==> src/ipv4_tcp_checksum_engine_defines.svh <==
// ----------------------------------------------------------------------------
// IPv4/TCP checksum engine assertion macros
// Shared concurrent assertion wrappers; define NO_ASSERTIONS to drop them.
// ----------------------------------------------------------------------------
`ifndef IPV4_TCP_CHECKSUM_ENGINE_DEFINES_SVH
`define IPV4_TCP_CHECKSUM_ENGINE_DEFINES_SVH

`ifndef NO_ASSERTIONS
`define ITCE_ASSERT_IMP(lbl, clk_s, rstn_s, ante, cons) \
    lbl: assert property (@(posedge clk_s) disable iff (!rstn_s) (ante) |-> (cons)) \
        else $error("checksum engine assertion failed");
`define ITCE_ASSERT_NXT(lbl, clk_s, rstn_s, ante, cons) \
    lbl: assert property (@(posedge clk_s) disable iff (!rstn_s) (ante) |=> (cons)) \
        else $error("checksum engine assertion failed");
`else
`define ITCE_ASSERT_IMP(lbl, clk_s, rstn_s, ante, cons)
`define ITCE_ASSERT_NXT(lbl, clk_s, rstn_s, ante, cons)
`endif

`endif

==> src/itce_pkg.sv <==
// ----------------------------------------------------------------------------
// IPv4/TCP checksum engine package
// Constants, the result type and the ones'-complement fold shared by the RTL.
// ----------------------------------------------------------------------------
`default_nettype none

package itce_pkg;

    localparam int unsigned IDX_W  = 15;

    localparam logic [IDX_W-1:0] IDX_MAX       = 15'h7FFF;
    localparam logic [IDX_W-1:0] HDR_CKSUM_IDX = 15'd5;
    localparam logic [IDX_W-1:0] TCP_CKSUM_OFS = 15'd8;
    localparam logic [IDX_W-1:0] ADDR_FIRST    = 15'd6;
    localparam logic [IDX_W-1:0] ADDR_LAST     = 15'd9;
    localparam logic [3:0]       MIN_IHL       = 4'd5;
    localparam logic [15:0]      TCP_PROTO     = 16'd6;

    typedef struct packed {
        logic [15:0] ip_header_checksum;
        logic [15:0] tcp_checksum;
        logic        length_mismatch;
    } itce_result_t;

    // Folds a sum of up to eight 16-bit terms back to 16 bits with
    // end-around carry. The result is zero only when the sum is zero.
    function automatic logic [15:0] oc_fold(input logic [18:0] s);
        logic [16:0] f1;
        logic [16:0] f2;
        f1 = {1'b0, s[15:0]} + {14'd0, s[18:16]};
        f2 = {1'b0, f1[15:0]} + {16'd0, f1[16]};
        return f2[15:0];
    endfunction

endpackage

`default_nettype wire

==> src/itce_accum.sv <==
// ----------------------------------------------------------------------------
// IPv4/TCP checksum accumulator
// Per-word header and segment sums, packet length tracking and the final
// checksum and mismatch values for the word that closes a packet.
// ----------------------------------------------------------------------------
`default_nettype none

module itce_accum
    import itce_pkg::*;
(
    input  wire logic          clk,
    input  wire logic          rst_n,
    input  wire logic          en,
    input  wire logic [15:0]   word,
    input  wire logic          last,
    output itce_result_t       result
);

    logic [IDX_W-1:0] word_index_reg,    word_index_next;
    logic [15:0]      header_sum_reg,    header_sum_next;
    logic [15:0]      segment_sum_reg,   segment_sum_next;
    logic [3:0]       header_words_reg,  header_words_next;
    logic [15:0]      packet_length_reg, packet_length_next;
    logic             overrun_reg,       overrun_next;

    logic             is_first;
    logic             is_second;
    logic [3:0]       hw;
    logic [15:0]      pl;
    logic [4:0]       hw2;
    logic [5:0]       hbytes;
    logic             in_len;
    logic             in_hdr;
    logic [15:0]      v;
    logic [15:0]      hdr_term;
    logic [15:0]      seg_term;
    logic [15:0]      addr_term;
    logic [15:0]      seg_len;
    logic [16:0]      need_words;
    logic [15:0]      header_sum_new;
    logic [15:0]      segment_sum_new;
    logic [15:0]      tcp_sum;

    always_comb
    begin
        is_first  = (word_index_reg == '0);
        is_second = (word_index_reg == IDX_W'(1));
        // IHL and total length are used in the same cycle they arrive.
        hw        = is_first  ? word[11:8] : header_words_reg;
        pl        = is_second ? word       : packet_length_reg;
        hw2       = {hw, 1'b0};
        hbytes    = {hw, 2'b00};

        in_len = !overrun_reg && (is_first || ({word_index_reg, 1'b0} < pl));
        v      = ({word_index_reg, 1'b1} == pl) ? {word[15:8], 8'h00} : word;
        in_hdr = (word_index_reg < {10'd0, hw2});

        hdr_term  = (in_len && in_hdr && (word_index_reg != HDR_CKSUM_IDX)) ? v : 16'd0;
        seg_term  = (in_len && !in_hdr &&
                     (word_index_reg != ({10'd0, hw2} + TCP_CKSUM_OFS))) ? v : 16'd0;
        addr_term = (in_len && (word_index_reg >= ADDR_FIRST) &&
                     (word_index_reg <= ADDR_LAST)) ? v : 16'd0;

        seg_len = (pl >= {10'd0, hbytes}) ? (pl - {10'd0, hbytes}) : 16'd0;

        header_sum_new  = oc_fold({3'd0, header_sum_reg} + {3'd0, hdr_term});
        segment_sum_new = oc_fold({3'd0, segment_sum_reg} + {3'd0, seg_term}
                                  + {3'd0, addr_term});
        // Pseudo-header length and protocol join the running sum in one fold.
        tcp_sum = oc_fold({3'd0, segment_sum_reg} + {3'd0, seg_term} + {3'd0, addr_term}
                          + {3'd0, seg_len} + {3'd0, TCP_PROTO});

        need_words = {1'b0, word_index_reg, 1'b0} + 17'd2;

        result.ip_header_checksum = ~header_sum_new;
        result.tcp_checksum       = ~tcp_sum;
        result.length_mismatch    = (hw < MIN_IHL) || is_first ||
                                    (!overrun_reg && (need_words < {1'b0, pl}));
    end

    always_comb
    begin
        word_index_next    = word_index_reg;
        header_sum_next    = header_sum_reg;
        segment_sum_next   = segment_sum_reg;
        header_words_next  = header_words_reg;
        packet_length_next = packet_length_reg;
        overrun_next       = overrun_reg;
        if (en)
        begin
            if (last)
            begin
                word_index_next    = '0;
                header_sum_next    = '0;
                segment_sum_next   = '0;
                header_words_next  = '0;
                packet_length_next = '0;
                overrun_next       = 1'b0;
            end
            else
            begin
                header_sum_next    = header_sum_new;
                segment_sum_next   = segment_sum_new;
                header_words_next  = hw;
                packet_length_next = pl;
                if (word_index_reg == IDX_MAX)
                begin
                    overrun_next = 1'b1;
                end
                else
                begin
                    word_index_next = word_index_reg + IDX_W'(1);
                end
            end
        end
    end

    always_ff @(posedge clk or negedge rst_n)
    begin
        if (!rst_n)
        begin
            word_index_reg    <= '0;
            header_sum_reg    <= '0;
            segment_sum_reg   <= '0;
            header_words_reg  <= '0;
            packet_length_reg <= '0;
            overrun_reg       <= 1'b0;
        end
        else
        begin
            word_index_reg    <= word_index_next;
            header_sum_reg    <= header_sum_next;
            segment_sum_reg   <= segment_sum_next;
            header_words_reg  <= header_words_next;
            packet_length_reg <= packet_length_next;
            overrun_reg       <= overrun_next;
        end
    end

endmodule

`default_nettype wire

==> src/ipv4_tcp_checksum_engine.sv <==
// ----------------------------------------------------------------------------
// IPv4 header and TCP checksum engine
// Computes the IPv4 header checksum and the TCP checksum over the segment
// and pseudo-header of a packet streamed in as 16-bit words.
// ----------------------------------------------------------------------------
// Usage:
//   The slave channel takes one packet word per cycle while s_axis_tready is
//   high, first byte in tdata[15:8]; tlast marks the final word of the packet.
//   A word that closes a packet produces one result word on the master
//   channel in the next cycle: the header checksum in tdata[15:0], the TCP
//   checksum in tdata[31:16] and a length-mismatch flag in tuser.
//   All other words produce no result.
//   Throughput is one word per cycle while s_axis_tready is high, with no
//   gaps between packets; each word needs only an end-around add into the
//   running-sum registers, and a closing word's sums go to the result register.
//   s_axis_tready drops only while a result is held and m_axis_tready is
//   low, so a stalled receiver holds the input after at most one packet.
//   Reset clears the running sums, the word count and the result valid flag;
//   the block is ready as soon as reset is released.
// ----------------------------------------------------------------------------
`default_nettype none
`include "ipv4_tcp_checksum_engine_defines.svh"

module ipv4_tcp_checksum_engine
    import itce_pkg::*;
(
    input  wire logic          clk,
    input  wire logic          rst_n,
    input  wire logic          s_axis_tvalid,
    output logic               s_axis_tready,
    input  wire logic [15:0]   s_axis_tdata,   // [15:0] word
    input  wire logic          s_axis_tlast,
    output logic               m_axis_tvalid,
    input  wire logic          m_axis_tready,
    output logic [31:0]        m_axis_tdata,   // [15:0] ip_header_checksum,
                                               // [31:16] tcp_checksum
    output logic               m_axis_tuser    // [0] length_mismatch
);

    logic         s_acc;
    itce_result_t acc_result;
    logic         out_valid_reg, out_valid_next;
    itce_result_t out_data_reg;

    assign s_axis_tready = !out_valid_reg || m_axis_tready;
    assign s_acc         = s_axis_tvalid && s_axis_tready;

    itce_accum u_accum (
        .clk    (clk),
        .rst_n  (rst_n),
        .en     (s_acc),
        .word   (s_axis_tdata),
        .last   (s_axis_tlast),
        .result (acc_result)
    );

    always_comb
    begin
        out_valid_next = out_valid_reg;
        if (s_acc && s_axis_tlast)
        begin
            out_valid_next = 1'b1;
        end
        else if (m_axis_tready)
        begin
            out_valid_next = 1'b0;
        end
    end

    always_ff @(posedge clk or negedge rst_n)
    begin
        if (!rst_n)
        begin
            out_valid_reg <= 1'b0;
        end
        else
        begin
            out_valid_reg <= out_valid_next;
        end
    end

    always_ff @(posedge clk)
    begin
        if (s_acc && s_axis_tlast)
        begin
            out_data_reg <= acc_result;
        end
    end

    assign m_axis_tvalid = out_valid_reg;
    assign m_axis_tdata  = {out_data_reg.tcp_checksum, out_data_reg.ip_header_checksum};
    assign m_axis_tuser  = out_data_reg.length_mismatch;

    // A closing word always leaves a result behind it.
    `ITCE_ASSERT_NXT(a_last_gives_result, clk, rst_n, s_acc && s_axis_tlast, out_valid_reg)
    // Words inside a packet never create a result.
    `ITCE_ASSERT_NXT(a_mid_word_silent, clk, rst_n,
                     s_acc && !s_axis_tlast && !out_valid_reg, !out_valid_reg)
    // A new result only follows an accepted closing word.
    `ITCE_ASSERT_IMP(a_result_source, clk, rst_n, $rose(out_valid_reg),
                     $past(s_acc && s_axis_tlast))
    // The pseudo-header protocol term keeps the TCP sum nonzero.
    `ITCE_ASSERT_IMP(a_tcp_sum_nonzero, clk, rst_n, m_axis_tvalid,
                     m_axis_tdata[31:16] != 16'hFFFF)

endmodule

`default_nettype wire
==> config.mk <==
export PLATFORM = sky130hd
export DESIGN_NAME = ipv4_tcp_checksum_engine
export DESIGN_NICKNAME = d
export VERILOG_FILES = /design/src/itce_pkg.sv /design/src/itce_accum.sv /design/src/ipv4_tcp_checksum_engine.sv
export VERILOG_INCLUDE_DIRS = /design/src /design/src/src
export SDC_FILE = /design/constraint.sdc
export NUM_CORES = 1
export LEC_CHECK = 0
export BUFFER_PORTS_ARGS = -buffer_cell sky130_fd_sc_hd__buf_2
export CAP_MARGIN = 20
export CORE_MARGIN = 2
export CORE_UTILIZATION = 65
export DETAILED_ROUTE_END_ITERATION = 8
export PLACE_DENSITY = 0.84
export SLEW_MARGIN = 5
export SYNTH_ARGS = -nofsm -noshare
export SYNTH_HDL_FRONTEND = slang
export SYNTH_SLANG_ARGS = --single-unit
==> constraint.sdc <==
create_clock -name clk -period 28.2 [get_ports clk]
set_input_delay 5.64 -clock clk [delete_from_list [all_inputs] [get_ports clk]]
set_output_delay 5.64 -clock clk [all_outputs]
set_load 0.01 [all_outputs]
==> flow_summary.yaml, run 1 <==
timing:
  final.period_utilization_pct: 63.6
  finalWorstSetupSlack_ps: 10270
  fin_skew_ps: 15.3
  slew_violations: 0
  rsz0062_at_grt: "false"
  hold_viol: 0
  fin_crit_ps: 17930
  fmax_mhz: 55.8
  whs_ps: 491
  setup_viol: 0
  max_slew_margin_pct: 33.4
  fin_setup_tns_ps: 0
  worst_pin_slew_ps: 995
clocking:
  clk_pin_slew_worst_paths_ps: 80
  cts_buffers: 9
  hold_buffers: 0
  cts_resized: 0
  cts_root_buffer: "clkbuf_16"
  clk_path_buf_depth: 2
  post_cts_buffers: 0
  h-tree-depth: 3
  cts_tree: "yes"
  clkLatencyLatePin_ps: 370
  cts.sinks: 102
floorplan:
  die_x_um: 132
  die_h_um: 132
  io_pins: 56
  start_util_pct: 67.0
  core_area_mm2: 0.0160
  rows: 46
  dieArea_mm2: 0.0175
pwr:
  leakagePower_nw: 5.49
  p_total_mw: 1.21
  intPower_mw: 0.615
  power_switching_mw: 0.594
  seqPwrFrac_pct: 19.3
  power_frac_clock_pct: 11.1
  switching_share_pct: 49.1
  p_comb_share_pct: 69.6
  ir_drop_uv: 95.9
  power.density_mw_per_mm2: 105
global_routing:
  grt_first_pass_wirelength_um: 46500
  grt_overflow: 0
  grt_pass1_vias: 9397
  antenna_found_initial: 0
  track_usage_pct: 32.5
  grt_max_degree: 70
synth:
  synth.avg_cell_area_um2: 8.36
  yosysWarnings: 0
  synth_top_family_by_area: "simple AND/OR/NAND/NOR gates"
  synthesis.nets: 1444
  synth-compound-area-share_pct: 19.8
  synth_common_cells: "ha_1, nand2_1, nor2_1, o21ai_0, xnor2_1"
  synth.largest_area_cell: "dfrtp_1"
  synthMostInstantiatedCell: "ha_1"
  synth_adder_area_share_pct: 17.3
  synth-xor-area-share_pct: 10.2
  synth_top_area_share_pct: 16.1
  ys_seq_elements: 102
  synth.top_cells.by_area: "dfrtp_1, ha_1, edfxtp_1"
  synth_flop_cell: "dfrtp_1"
  synth_mux_area_share_pct: 2.16
  yosysSeqAreaShare_pct: 25.4
  synthSimpleGateAreaFrac_pct: 22.3
  synth_edf_count: 33
  async_flop_share_pct: 67.6
  syn_area_mm2: 0.0107
  yosysUniqueCellTypes: 75
  syn_inst: 1283
finish:
  fin_util_pct: 71.8
  fin_area_mm2: 0.0115
  largest_reg_flops: 32
  diodes: 0
  area_growth_pct: 7.10
  multiInputGateArea_mm2: 0.00769
  fillers: 1304
  fin_nets: 1481
  regArea_mm2: 0.00272
  stdcell_count: 1541
  drive_gt1_share_pct: 8.00
placement:
  dp_slack_ps: 10220
  io_buffers: 55
  dp.cells: 1525
  dp_hpwl_um: 22100
  gp_congestion: 0.985
  dpl_cell_area_mm2: 0.0112
critical_path:
  timing_worst_setup_path_type: "primary input to flop"
  crit_path_end_kind: "flop"
  cp_max_fo: 8
  critical_path.startpoint_type: "primary input"
  r2r_start: "u_accum.word_index_reg[8]"
  max_stage_delay_ps: 730
  worst_path_max_delay_cell: "o311ai_1"
  cp-startpoint: "s_axis_tdata[9]"
  cp_data_arrival_time_ps: 18040
  rr_worst_depth: 55
  r2r_setup_slack_ps: 13450
  crit_required_ps: 28310
  r2r-end: "m_axis_tdata[31]"
  critPathCapture: "m_axis_tdata[31]"
detailed_routing:
  wl_per_cell_um: 18.4
  routed_wl_um: 28400
  dr.pass1.iters: 5
  ant_nets: 0
  drc: 0
  drtIter0Drc: 771
  viasPerCell: 6.39
  num_vias: 9849
min_path:
  min_path_type: "flop to flop"
status:
  status: "complete, no violations"
run:
  max_cap_violations: 0
-- area by class of cell --
| class | instances | share of cell area [%] |
|---|---|---|
| timing repair buffer | 60 | 2.75 |
| clock buffer | 9 | 1.96 |
| multi-input combinational | 1098 | 67.0 |
| clock inverter | 7 | 0.676 |
| tap | 216 | 2.35 |
| sequential | 102 | 23.7 |
| inverter | 49 | 1.60 |
-- logic make-up after synthesis --
group,Yosys count
compound gates,321
xor+xnor,124
fa+ha+maj,145
buf+inv,83
flops,102
mux,23
simple gates,485
-- worst min-delay path by stage --
stage | start | end | slack [ps] | cells past startpoint
after detailed placement | u_accum.packet_length_reg[3] | u_accum.packet_length_reg[3] | 470 | 2
after global placement | u_accum.packet_length_reg[3] | u_accum.packet_length_reg[3] | 460 | 2
after global routing | u_accum.packet_length_reg[5] | u_accum.packet_length_reg[5] | 520 | 2
after floorplan | u_accum.segment_sum_reg[0] | u_accum.segment_sum_reg[0] | 450 | 2
final | u_accum.packet_length_reg[3] | u_accum.packet_length_reg[3] | 490 | 2
after CTS | u_accum.packet_length_reg[3] | u_accum.packet_length_reg[3] | 490 | 2
-- worst max-delay path: cells and delay by family --
kind / cells / cell delay (ps)
AO/OA/AOI/OAI: 24 / 5270
AND/OR/NAND/NOR: 13 / 2920
adder cells (fa/ha/maj): 8 / 2690
XOR/XNOR: 3 / 790
multiplexers: 1 / 370
buffers and inverters: 3 / 300
-- cell usage in the layout (no fill, tap or decap), types with 8 or more instances in the layout --
cell,count
or4_1,11
and2_1,8
nand3b_1,8
inv_1,49
a31oi_1,9
o31ai_1,13
nor2b_1,20
a21oi_1,56
or3_1,8
buf_2,54
nand2_1,128
o211ai_1,8
nand2b_1,19
and3_1,21
o21ai_0,97
clkbuf_16,9
o21bai_1,10
nand4_1,14
or2_2,14
nand3_1,44
xor2_1,42
nor3_1,34
dfrtp_1,69
xnor2_1,81
edfxtp_1,33
mux2i_1,22
ha_1,133
a211oi_1,11
a21o_1,36
nor2_1,125
o21a_1,12
-- power by group through the flow --
stage | clock (mW) | sequential (mW) | combinational [mW]
after floorplan | 0 | 0.238 | 0.634
after global placement | 0 | 0.234 | 0.799
after detailed placement | 0 | 0.235 | 0.818
after CTS | 0.135 | 0.233 | 0.829
after global routing | 0.139 | 0.237 | 0.930
final | 0.134 | 0.233 | 0.841
-- metal layers --
| layer | global-route usage (%) | vias to the layer above | routed length, um |
|---|---|---|---|
| li1 | - | 4756 | - |
| met1 | 43.1 | 4651 | 12300 |
| met2 | 54.3 | 371 | 13400 |
| met3 | 4.29 | 71 | 1730 |
| met4 | 12.5 | 0 | 956 |
| met5 | 0 | - | 0 |
(Power assumes the default switching activity.)
==> inputs of run 2 (changes only) <==
Settings changed: ABC_AREA set to 1, CORE_UTILIZATION 65 to 58, PLACE_DENSITY 0.84 to 0.79.
Clock period 28.2 ns to 15.4 ns, I/O delays scaled along.
==> run 2 against run 1 <==
  * Via count up 18%
  * Critical endpoint is now m_axis_tdata[28]
  * Largest cell class unchanged
  * Wire length up 12%
  * Register-to-register slack worse by 11000 ps
  * Critical path type unchanged
  * First-iteration DRC count up 9.1%
==> flow_summary.yaml, run 2 <==
status:
  status: "complete, no violations"
finish:
  fin_util_pct: 63.9
  drive_gt1_share_pct: 7.84
  stdcell_count: 2102
  area_growth_pct: 7.20
  largest_reg_flops: 32
  fin_nets: 1993
  diodes: 0
  layout_commonest_cell: "nand2_1"
  mostFrequentLayoutCells: "nand2_1, inv_1, nor2_1, ha_1, nand3_1"
global_routing:
  grt_first_pass_wirelength_um: 52200
  grt_max_degree: 70
  track_usage_pct: 30.0
  grt_overflow: 0
  antenna_found_initial: 0
  grt_pass1_vias: 10800
detailed_routing:
  drc: 0
  wl_per_cell_um: 15.1
  drtIter0Drc: 841
  dr.pass1.iters: 5
  routed_wl_um: 31800
  num_vias: 11600
  ant_nets: 0
  viasPerCell: 5.54
synth:
  synth_common_cells: "nand2_1, inv_1, nor2_1, ha_1, nand3_1"
  synth_flop_cell: "dfrtp_1"
  yosysWarnings: 0
  synth_edf_count: 33
  synth.top_cells.by_area: "nand2_1, dfrtp_1, ha_1"
  syn_inst: 1780
  synthesis.nets: 1941
  synthMostInstantiatedCell: "nand2_1"
  synth.largest_area_cell: "nand2_1"
  async_flop_share_pct: 67.6
  synth.avg_cell_area_um2: 6.56
  synth_top_area_share_pct: 16.8
  syn_area_mm2: 0.0117
  ys_seq_elements: 102
  yosysUniqueCellTypes: 58
  yosysSeqAreaShare_pct: 23.3
clocking:
  clk_pin_slew_worst_paths_ps: 80
  cts_tree: "yes"
  clk_path_buf_depth: 2
  cts_resized: 0
  cts.sinks: 102
  h-tree-depth: 3
  post_cts_buffers: 0
  hold_buffers: 0
  cts_buffers: 9
  clkLatencyLatePin_ps: 370
  cts_root_buffer: "clkbuf_16"
floorplan:
  core_area_mm2: 0.0196
  dieArea_mm2: 0.0213
  die_h_um: 146
  start_util_pct: 59.6
  io_pins: 56
  die_x_um: 146
  rows: 51
critical_path:
  cp_max_fo: 16
  crit_required_ps: 15530
  timing_worst_setup_path_type: "primary input to flop"
  crit_path_end_kind: "flop"
  cp_data_arrival_time_ps: 13620
  cp-startpoint: "s_axis_tdata[9]"
  cpMostUsedCell: "nand2_1"
  worst_path_max_delay_cell: "fa_1"
  path_delay_family: "simple AND/OR/NAND/NOR gates"
  critical_path.startpoint_type: "primary input"
  r2r-end: "m_axis_tdata[28]"
  rr_worst_depth: 64
  max_stage_delay_ps: 440
  crit_buf_inv: 6
  r2r_start: "u_accum.word_index_reg[10]"
  r2r_setup_slack_ps: 2840
min_path:
  min-delay-start: "u_accum.packet_length_reg[10]"
  min_path_type: "flop to flop"
  whs_endpoint: "u_accum.packet_length_reg[10]"
  min_path_cells: 2
placement:
  gp_congestion: 0.948
  dp_hpwl_um: 25400
  io_buffers: 55
  dp.cells: 2085
timing:
  whs_ps: 491
  rsz0062_at_grt: "false"
  setup_viol: 0
  slew_violations: 0
  final.period_utilization_pct: 87.6
  fin_skew_ps: 11.5
  max_slew_margin_pct: 28.4
  fmax_mhz: 74.1
  worst_pin_slew_ps: 1060
  hold_viol: 0
  fin_setup_tns_ps: 0
  fin_crit_ps: 13490
run:
  max_cap_violations: 0
## run 2: cell types whose count changed after synthesis, moves of 19 or more
| cell | delta |
|---|---|
| mux2i_1 | -22 |
| nand2b_1 | -19 |
| inv_1 | +232 |
| nand2_1 | +395 |
| o22ai_1 | +24 |
| nor2_1 | +47 |
| a21o_1 | -32 |
| clkbuf_1 | -21 |
| and3_1 | -20 |
| a21oi_1 | +25 |
| nor2b_1 | -20 |
| nand3_1 | +75 |
| xnor2_1 | -66 |
## run 2: worst max-delay path by stage
stage / endpoint / slack [ps] / cells past startpoint
2_1_floorplan: m_axis_tdata[28] / 3190 / 60
3_3_place_gp: m_axis_tdata[28] / 2110 / 62
3_5_place_dp: m_axis_tdata[28] / 1760 / 62
4_1_cts: m_axis_tdata[28] / 2090 / 62
5_1_grt: m_axis_tdata[31] / 850 / 63
6_report: m_axis_tdata[28] / 1910 / 62
## run 2: logic make-up (layout without fill, tap and decap cells)
kind of cell / count (synthesis) / count (layout) / synth area share, %
AND/OR/NAND/NOR: 940 / 940 / 35.1
buffers and inverters: 303 / 360 / 10.2
AO/OA/AOI/OAI: 239 / 239 / 11.7
adder cells (fa/ha/maj): 140 / 140 / 15.4
flip-flops: 102 / 102 / 23.3
XOR/XNOR: 56 / 56 / 4.33
## run 2: metal layers
layer | share of wire (%) | up-vias | track usage, %
met5 | 0 | - | 0
li1 | - | 5902 | -
met2 | 47 | 364 | 50.7
met3 | 5.6 | 72 | 3.98
met1 | 45 | 5310 | 39.4
met4 | 3.0 | 0 | 10.8
## run 2: worst register-to-register path, delay by kind of cell (launching register included)
kind            cells  cell delay, ps
fa+ha+maj           7            2320
compound gates     13            3080
flops               1             480
buf+inv             6             640
simple gates       36            5450
xor+xnor            2             330
## run 2: layout make-up
type                       instances  area, um2
clock buffer                      10        239
timing repair buffer              59        328
inverter                         285       1070
tap                              265        332
sequential                       102       2720
clock inverter                     6       50.0
fill                            1811       7070
multi-input combinational       1375       7790
## run 2: stage by stage
step           instance area, um2  setup slack (ps)
2_1_floorplan               11700              3190
3_3_place_gp                12200              2110
3_5_place_dp                12200              1760
4_1_cts                     12500              2090
5_1_grt                     12500               849
6_report                    12500              1910
Power of run 2 is not shown: default switching activity piles up to over one toggle a cycle in this logic, so the estimate is an artifact.
==> inputs of run 3 (changes only) <==
Settings changed: CTS_BUF_LIST set to sky130_fd_sc_hd__clkbuf_16, MAX_ROUTING_LAYER set to met4.
==> run 3 against run 2 <==
  * Critical endpoint unchanged
  * Global-route usage grew 0.62 points
  * Non-clock buffer count unchanged
  * Fmax grew 0.43%
  * Critical path depth decreased by 1
  * Cell count stayed put
  * Hold slack better by 3.0 ps
  * Via count up 0.68%
  * Die area stayed put
  * Core utilization increased by 0.057 points
  * Largest cell class unchanged
==> flow_summary.yaml, run 3 (synthesized netlist as in run 2, its figures left out) <==
placement:
  gp_congestion: 0.957
  io_buffers: 55
  dp_hpwl_um: 25500
status:
  status: "complete, no violations"
clocking:
  clkLatencyLatePin_ps: 370
  clk_pin_slew_worst_paths_ps: 80
  post_cts_buffers: 0
  cts.sinks: 102
  cts_root_buffer: "clkbuf_16"
  cts_tree: "yes"
  cts_resized: 0
  hold_buffers: 0
  h-tree-depth: 3
  cts_buffers: 9
  clk_path_buf_depth: 2
timing:
  slew_violations: 0
  fin_skew_ps: 10.7
  fmax_mhz: 74.4
  max_slew_margin_pct: 27.6
  setup_viol: 0
  hold_viol: 0
  final.period_utilization_pct: 87.2
  fin_setup_tns_ps: 0
  fin_crit_ps: 13430
  rsz0062_at_grt: "false"
  worst_pin_slew_ps: 1080
floorplan:
  die_x_um: 146
  rows: 51
  start_util_pct: 59.6
  core_area_mm2: 0.0196
  die_h_um: 146
  dieArea_mm2: 0.0213
  io_pins: 56
critical_path:
  max_stage_delay_ps: 440
  rr_worst_depth: 64
  r2r_start: "u_accum.word_index_reg[10]"
  cp-startpoint: "s_axis_tdata[3]"
  critical_path.startpoint_type: "primary input"
  cp_max_fo: 7
  cp_data_arrival_time_ps: 13560
  cpMostUsedCell: "nand2_1"
  worst_path_max_delay_cell: "fa_1"
  timing_worst_setup_path_type: "primary input to flop"
  crit_path_end_kind: "flop"
  crit_required_ps: 15520
detailed_routing:
  drtIter0Drc: 921
  ant_nets: 0
  wl_per_cell_um: 15.2
  num_vias: 11700
  viasPerCell: 5.58
  dr.pass1.iters: 6
  routed_wl_um: 31900
  drc: 0
finish:
  fillers: 1835
  mostFrequentLayoutCells: "nand2_1, inv_1, nor2_1, ha_1, nand3_1"
  multiInputGateArea_mm2: 0.00779
  fin_nets: 1993
  layout_commonest_cell: "nand2_1"
  drive_gt1_share_pct: 7.84
  area_growth_pct: 7.29
  largest_reg_flops: 32
  diodes: 0
  regArea_mm2: 0.00272
  fin_util_pct: 64.0
global_routing:
  antenna_found_initial: 0
  grt_overflow: 0
  grt_first_pass_wirelength_um: 51400
  grt_pass1_vias: 10800
  track_usage_pct: 30.6
  grt_max_degree: 70
min_path:
  min_path_type: "flop to flop"
  min-delay-start: "u_accum.packet_length_reg[0]"
  min_path_cells: 2
run:
  max_cap_violations: 0
[run 3: cell types whose count changed in the layout (fill, tap and decap cells not counted), sizes merged]
cell,before,now
inv,290,289
clkinv,1,2
[run 3: worst max-delay path: cells and delay by family]
| kind | cells | cell delay [ps] |
|---|---|---|
| and+or+nand+nor | 36 | 5070 |
| adders and majority gates | 7 | 2350 |
| AOI/OAI and AO/OA | 10 | 2140 |
| buffers and inverters | 6 | 580 |
| xor gates and xnor gates | 2 | 310 |
[run 3: worst paths after layout]
path                                           endpoint  slack (ps)
max reg2reg                            m_axis_tdata[28]        2800
max in group asynchronous  u_accum.packet_length_reg[0]       11910
max                                    m_axis_tdata[28]        1970
min reg2reg                u_accum.packet_length_reg[0]         490
min                        u_accum.packet_length_reg[0]         490
min in group asynchronous    u_accum.segment_sum_reg[6]        2860
[run 3: per-layer routing]
layer	vias up	global-route usage (%)	share of wire, %
met4	0	11.8	3.6
li1	5905	-	-
met5	-	-	0
met3	83	4.26	5.9
met2	354	49.7	46
met1	5385	38.8	45
[run 3: layout make-up]
cell class                      instances  area share (%)
Clock buffer                           10            2.00
Clock inverter                          6           0.399
Inverter                              285            8.54
Multi-Input combinational cell       1375            62.1
Sequential cell                       102            21.7
Tap cell                              265            2.65
Timing Repair Buffer                   59            2.62
[run 3: stage by stage]
stage / area, um2 / instances / hold slack [ps] / setup WS [ps]
finish: 12500 / 2102 / 494 / 1970
global route: 12500 / 2102 / 519 / 932
CTS: 12500 / 2101 / 494 / 2140
detailed placement: 12200 / 2085 / 475 / 1810
global placement: 12200 / 2085 / 467 / 2110
floorplan: 11700 / 1780 / 448 / 3190
Power of run 3 is left out for the same reason.
